[config.mk]
export PLATFORM = sky130hd
export DESIGN_NAME = tpgmc_ctrl
export DESIGN_NICKNAME = d
export VERILOG_FILES = /design/src/rtl/tpgmc_pkg.sv /design/src/rtl/tpgmc_ctrl.sv
export SDC_FILE = /design/constraint.sdc
export NUM_CORES = 1
export LEC_CHECK = 0
export ABC_AREA = 1
export BUFFER_PORTS_ARGS = -buffer_cell sky130_fd_sc_hd__buf_4
export CELL_PAD_IN_SITES_DETAIL_PLACEMENT = 1
export CELL_PAD_IN_SITES_GLOBAL_PLACEMENT = 1
export CORE_ASPECT_RATIO = 2
export CORE_MARGIN = 2
export CORE_UTILIZATION = 36
export CTS_BUF_LIST = sky130_fd_sc_hd__clkbuf_4
export CTS_CLUSTER_SIZE = 28
export DETAILED_ROUTE_END_ITERATION = 6
export PLACE_DENSITY = 0.86
export SLEW_MARGIN = 20
export SYNTH_ARGS = -nofsm -noshare
export SYNTH_HDL_FRONTEND = slang
export SYNTH_SLANG_ARGS = --single-unit
[constraint.sdc]
create_clock -name clk -period 2.27 [get_ports clk]
set_clock_uncertainty 0.05 [all_clocks]
set_input_delay 0.1135 -clock clk [delete_from_list [all_inputs] [get_ports clk]]
set_output_delay 0.1135 -clock clk [all_outputs]
set_load 0.005 [all_outputs]
[src/rtl/tpgmc_pkg.sv]
package tpgmc_pkg;

    localparam int MAX_COLS  = 16;
    localparam int COL_W     = $clog2(MAX_COLS);
    localparam int WIDTH_W   = 5;
    localparam int CELL_W    = 8;
    localparam int SCORE_W   = 17;
    localparam int GAIN_W    = CELL_W + 1;
    localparam int ROW_BITS  = MAX_COLS * SCORE_W;
    localparam int RAM_DEPTH = 2 * MAX_COLS;

    localparam logic [SCORE_W-1:0] SCORE_MAX = {SCORE_W{1'b1}};

    typedef enum logic [3:0] {
        ST_IDLE,
        ST_FIRST,
        ST_UPD_RD,
        ST_UPD_WR,
        ST_BEST_INIT,
        ST_BEST_RD,
        ST_BEST_ACC,
        ST_BEST_SCAN,
        ST_EMIT
    } ctl_state_t;

    typedef struct packed {
        logic             accept;
        logic             first_wr;
        logic             nxt_clear;
        logic             rd_en;
        logic             rd_ok;
        logic             cap_en;
        logic             cap_direct;
        logic             acc_clr;
        logic             row_wr;
        logic             bank_flip;
        logic             best_clr;
        logic             scan_en;
        logic             out_load;
        logic [COL_W-1:0] rd_row;
        logic [COL_W-1:0] row_idx;
    } ctl_cmd_t;

    typedef struct packed {
        logic             in_end;
        logic             complete;
        logic             first_pending;
        logic             end_q;
        logic             out_free;
        logic [COL_W-1:0] w_last;
    } ctl_sts_t;

endpackage

[src/rtl/tpgmc_ctrl.sv]
module tpgmc_ctrl import tpgmc_pkg::*; (
    input  logic     clk,
    input  logic     rst_n,
    input  logic     in_valid,
    output logic     in_ready,
    input  ctl_sts_t sts,
    output ctl_cmd_t cmd
);

    ctl_state_t       state_reg, state_next;
    logic [COL_W-1:0] r_reg, r_next;
    logic [1:0]       k_reg, k_next;
    logic             fire;

    assign in_ready = (state_reg == ST_IDLE);
    assign fire     = in_valid && in_ready;

    // next state and counters
    always_comb
    begin
        state_next = state_reg;
        r_next     = r_reg;
        k_next     = k_reg;
        case (state_reg)
            ST_IDLE:
            begin
                r_next = '0;
                k_next = '0;
                if (fire)
                begin
                    if (sts.complete)
                        state_next = sts.first_pending ? ST_FIRST : ST_UPD_RD;
                    else if (sts.in_end)
                        state_next = ST_BEST_INIT;
                end
            end
            ST_FIRST:
                state_next = sts.end_q ? ST_BEST_INIT : ST_IDLE;
            ST_UPD_RD:
            begin
                k_next = k_reg + 2'd1;
                if (k_reg == 2'd3)
                    state_next = ST_UPD_WR;
            end
            ST_UPD_WR:
            begin
                k_next = '0;
                if (r_reg == sts.w_last)
                begin
                    r_next     = '0;
                    state_next = sts.end_q ? ST_BEST_INIT : ST_IDLE;
                end
                else
                begin
                    r_next     = r_reg + 1'b1;
                    state_next = ST_UPD_RD;
                end
            end
            ST_BEST_INIT:
            begin
                r_next     = '0;
                state_next = sts.first_pending ? ST_EMIT : ST_BEST_RD;
            end
            ST_BEST_RD:
                state_next = ST_BEST_ACC;
            ST_BEST_ACC:
            begin
                if (r_reg == sts.w_last)
                begin
                    r_next     = '0;
                    state_next = ST_BEST_SCAN;
                end
                else
                begin
                    r_next     = r_reg + 1'b1;
                    state_next = ST_BEST_RD;
                end
            end
            ST_BEST_SCAN:
            begin
                r_next = r_reg + 1'b1;
                if (r_reg == COL_W'(MAX_COLS - 1))
                    state_next = ST_EMIT;
            end
            ST_EMIT:
                if (sts.out_free)
                    state_next = ST_IDLE;
            default:
                state_next = ST_IDLE;
        endcase
    end

    // commands
    always_comb
    begin
        cmd         = '0;
        cmd.accept  = fire;
        cmd.row_idx = r_reg;
        cmd.rd_row  = r_reg + COL_W'(k_reg) - 1'b1;
        case (state_reg)
            ST_FIRST:
                cmd.first_wr = 1'b1;
            ST_UPD_RD:
            begin
                cmd.nxt_clear = (r_reg == '0) && (k_reg == 2'd0);
                cmd.acc_clr   = (k_reg == 2'd0);
                cmd.rd_en     = (k_reg != 2'd3);
                cmd.rd_ok     = !((k_reg == 2'd0) && (r_reg == '0)) &&
                                !((k_reg == 2'd2) && (r_reg == sts.w_last));
                cmd.cap_en    = (k_reg != 2'd0);
            end
            ST_UPD_WR:
            begin
                cmd.row_wr    = 1'b1;
                cmd.bank_flip = (r_reg == sts.w_last);
            end
            ST_BEST_INIT:
            begin
                cmd.best_clr = 1'b1;
                cmd.acc_clr  = 1'b1;
            end
            ST_BEST_RD:
            begin
                cmd.rd_en  = 1'b1;
                cmd.rd_ok  = 1'b1;
                cmd.rd_row = r_reg;
            end
            ST_BEST_ACC:
            begin
                cmd.cap_en     = 1'b1;
                cmd.cap_direct = 1'b1;
            end
            ST_BEST_SCAN:
                cmd.scan_en = 1'b1;
            ST_EMIT:
                cmd.out_load = sts.out_free;
            default:
                cmd.accept = fire;
        endcase
    end

    always_ff @(posedge clk or negedge rst_n)
    begin
        if (!rst_n)
        begin
            state_reg <= ST_IDLE;
            r_reg     <= '0;
            k_reg     <= '0;
        end
        else
        begin
            state_reg <= state_next;
            r_reg     <= r_next;
            k_reg     <= k_next;
        end
    end

endmodule

# Word-level counts from Yosys, hierarchy flattened
# Cells that the tools add are included.
# word_totals
register_bits,10
inputBits,12
output_inout_bits,22
wordCells,67
# classes
addsub,4
eq_ne,18
n_mux,26
n_reduce_logical,16
# ops
op,count
2-to-1 mux 4 bit,9
one-hot mux 4 bit (9 select lines),1
"equality test 4 x 3 -> 1 bit, second input constant",4
one-hot mux 4 bit (3 select lines),1
"equality test 4 x 2 -> 1 bit, second input constant",2
"equality test 4 bit, second input constant",2
zero test 4 bit,2
"!= test 2 bit, second input constant",4
one-hot mux 2 bit (2 select lines),2
2-to-1 mux 1 bit,6
2-to-1 mux 2 bit,3
2-to-1 mux 3 bit,2
OR reduction 2 bit,3
AND reduction 5 bit,1
"adder 4 x 1 -> 4 bit, second input constant",1
adder 4 x 2 -> 4 bit,1
"equality test 2 bit, second input constant",2
"equality test 4 x 1 -> 1 bit, second input constant",1
equality test 4 bit,1
logical AND 1 bit,4
one-hot mux 1 bit (2 select lines),2
nonzero test 2 bit,2
"subtractor 4 x 1 -> 4 bit, second input constant",1
"!= test 3 x 1 -> 1 bit, second input constant",1
5 further kinds,6

# Depth between registers and ports, before layout
# depth
ltp_word,5
ltp_mapped,10
ltp_nobuf,10

# Least setup slack after synthesis
# Ideal clock, no wire load.
# synth_timing
path_type,register to output
startpoint,register r_reg[1]
endpoint,output cmd[7] (netlist name)
arrival_time_ps,1726
required_time_ps,2106
setup_slack_ps,381
path_stages_with_launch,8
path_buffers,0
path_cell_list,dfrtp_1 -> inv_2 -> ha_1 -> inv_1 -> ha_1 -> fa_1 -> xor2_1 -> o21ai_0
# synth_rtl
item,line_no,text
"start, declared",tpgmc_ctrl.sv:11,"logic [COL_W-1:0] r_reg, r_next;"
"start signal, assigned",tpgmc_ctrl.sv:153,r_reg <= r_next;
"end, declared",tpgmc_ctrl.sv:7,output ctl_cmd_t cmd

==> results.yml <==
timing:
  final-max-slew-violation-count: 0
  tightestPinTransition_ps: 354
  slew_headroom_pct: 76.3
  setup_tns_ps: 0
  period_needed_ps: 2180
  max_freq_ghz: 0.459
  final-setup-viol-count: 0
  fin_crit_sh_pct: 96.1
  grt_setup_unrepaired: "no"
  worst_slack_ps: 89.1
  hold_viol_final: 0
setup_path:
  critPathLaunchType: "flop"
  cp.required_ps: 2110
  worstPathMaxFanout: 4
  path_cells: "inv_2 > ha_1 > inv_1 > ha_2 > fa_2 > nand2_1 > o21ai_0 > buf_4"
  reg2reg_to: "state_reg[1]$_DFFE_PN0P_"
  cpMaxStageDelayCell: "fa_2"
  cp-endpoint: "cmd[6]"
  cp.arrival_ps: 2020
  startpoint: "r_reg[1]$_DFFE_PN0P_"
  worst_path_largest_cell_delay_ps: 530
  r2r_start: "r_reg[2]$_DFFE_PN0P_"
  reg2reg_slack_ps: 600
  critPathKind: "reg -> out"
  reg2regPathDepth: 9
  endpoint_kind: "primary output"
clock_network:
  cts.sinks: 10
  clk_latency_ps: 270
  cts_tree: "built"
  cts.path.max_buffers: 2
  htree_levels: 1
  root_buffer: "clkbuf_4"
  cts-buffers-inserted: 3
  clkTransAtPathRegs_ps: 80
drt:
  detail_route.wl_per_cell_um: 15.3
  drtIter0Drc: 15
  dr.pass1.iters: 4
  via_count: 1224
  via_per_inst: 5.19
  drt.antenna.violating_nets: 0
  wl_um: 3620
  post-route-drc-count: 0
cells_and_area:
  fin_cells: 236
  nFillCells: 404
  areaGrowthSynthToFinish_pct: 32.0
  fin_util_pct: 48.8
  layout-drive-gt1-share_pct: 36.9
  finalNetCount: 230
  design_area_mm2: 0.00142
  diodes: 0
floorplan:
  dieHeight_um: 81.3
  io_pins: 34
  core_area_mm2: 0.00291
  start_util_pct: 37.0
  die-area_mm2: 0.00347
  die_x_um: 42.7
  core.rowCount: 28
outcome:
  status: "complete, no violations"
global_routing:
  antenna_found_initial: 0
  groute.usage.overall_pct: 22.3
  grt_pass1_vias: 1341
  grt_overflow: 0
  grt_max_degree: 11
  grt_pass1_wl_um: 5750
yosys:
  synth_edf_count: 0
  synth_area_per_cell_um2: 6.48
  yosys.area.top_type_share_pct: 23.3
  postSynthCellCount: 166
  yosys_register_bits: 10
  ys.flop_type: "dfrtp_1"
  seq_area_frac_synth_pct: 23.3
  synth_top_cell_by_area: "dfrtp_1"
  yosysWarningCount: 0
  yosysMostFrequentCell: "nand2_1"
  synthArstFlopShare_pct: 100
  synth_area_leaders: "dfrtp_1 (23%), nand2_1 (15%), ha_1 (12%)"
  synth_cell_types: 24
  synthTopCellsByCount: "nand2_1 (44), inv_1 (20), nor2_1 (15)"
  synth_fp_nets: 189
  synth_area_mm2: 0.00108
placement:
  gp_congestion: 0.832
  place_inst: 228
  dp_hpwl_um: 3120
  detailed_place.area_mm2: 0.00135
  dp_slack_ps: 160
  portBuffers: 33
power_and_ir_drop:
  ir_drop_uv: 513
  power_leakage_nw: 0.817
  powerDensity_mw_per_mm2: 1180
flow_run:
  drv_cap: 0
worst_hold_path:
  hold_class: "in -> reg"
==> routing by layer <==
layer	GRT usage, %	up-vias	wire length, um
li1	-	586	-
met1	17.3	577	1100
met2	45.2	39	2120
met3	2.67	22	116
met4	18.4	0	278
met5	0	-	0
==> placed cells by master (no fill, tap or decap), drive strengths merged, types with 2 or more instances in the layout <==
cell type	count
inv	33
xor2	3
nor2	24
nand3b	2
nand3	11
nor3	3
dfrtp	10
a21oi	3
o21ai	12
clkinv	2
clkbuf	3
ha	10
buf	36
nand2	51
==> how the worst min path moves through the flow <==
stage | startpoint | to | slack [ps] | cells past startpoint
5_1_grt | sts[4] | state_reg[3]$_DFFE_PN0P_ | 100 | 4
4_1_cts | sts[4] | state_reg[3]$_DFFE_PN0P_ | 80 | 4
6_report | sts[4] | state_reg[3]$_DFFE_PN0P_ | 80 | 4
3_5_place_dp | rst_n | state_reg[3]$_DFFE_PN0P_ | -90 | 1
2_1_floorplan | rst_n | k_reg[0]$_DFFE_PN0P_ | -230 | 0
3_3_place_gp | rst_n | state_reg[3]$_DFFE_PN0P_ | -100 | 1
==> repair_timing <==
item | in CTS | in global routing
hold buffers | 1 | 0
hold endpoints to repair | 10 | 0
buffers inserted | 2 | 1
pin swaps | 0 | 1
endpoints found under the setup margin | 2 | 2
gates resized for setup | 4 | 2
==> power breakdown <==
part | total (W) | leakage, nW | switching [W] | internal [W]
Clock | 0.000135 | 0.0154 | 0.0000716 | 0.0000636
Combinational | 0.00124 | 0.672 | 0.000710 | 0.000527
Sequential | 0.000304 | 0.130 | 0.0000711 | 0.000233
Total | 0.00168 | 0.817 | 0.000853 | 0.000823
==> metrics by stage <==
stage,power [W],hold slack [ps]
after floorplan,0.00103,-232
after global placement,0.00147,-97.1
after detailed placement,0.00153,-91.9
after CTS,0.00169,83.5
after global routing,0.00184,97.4
final,0.00168,82.5
==> worst max-delay path, delay by kind of cell (launching register included) <==
family                     cells  cell delay, ps
AOI/OAI and AO/OA              1              90
adders and majority gates      3             980
buffers and inverters          3             240
and+or+nand+nor                1              50
DFF                            1             370
==> logic make-up (layout without fill, tap and decap cells) <==
group           Yosys count  count (layout)  share of synthesized area, %
compound gates           15              15                          8.02
xor+xnor                  3               3                          2.44
fa+ha+maj                11              11                          13.5
buf+inv                  35              75                          12.6
flops                    10              10                          23.3
simple gates             92              92                          40.2
==> final cells by class <==
| type | count | area, um2 | share of cell area (%) |
|---|---|---|---|
| multi-input cells | 121 | 696 | 49.0 |
| repair buffers | 37 | 280 | 19.7 |
| flip-flops and latches | 10 | 253 | 17.8 |
| inverters | 34 | 128 | 8.99 |
| well taps | 30 | 37.5 | 2.64 |
| clock buffers | 3 | 22.5 | 1.59 |
| clock inverters | 1 | 3.75 | 0.264 |
Note: power is estimated with default switching activity, not from simulation.
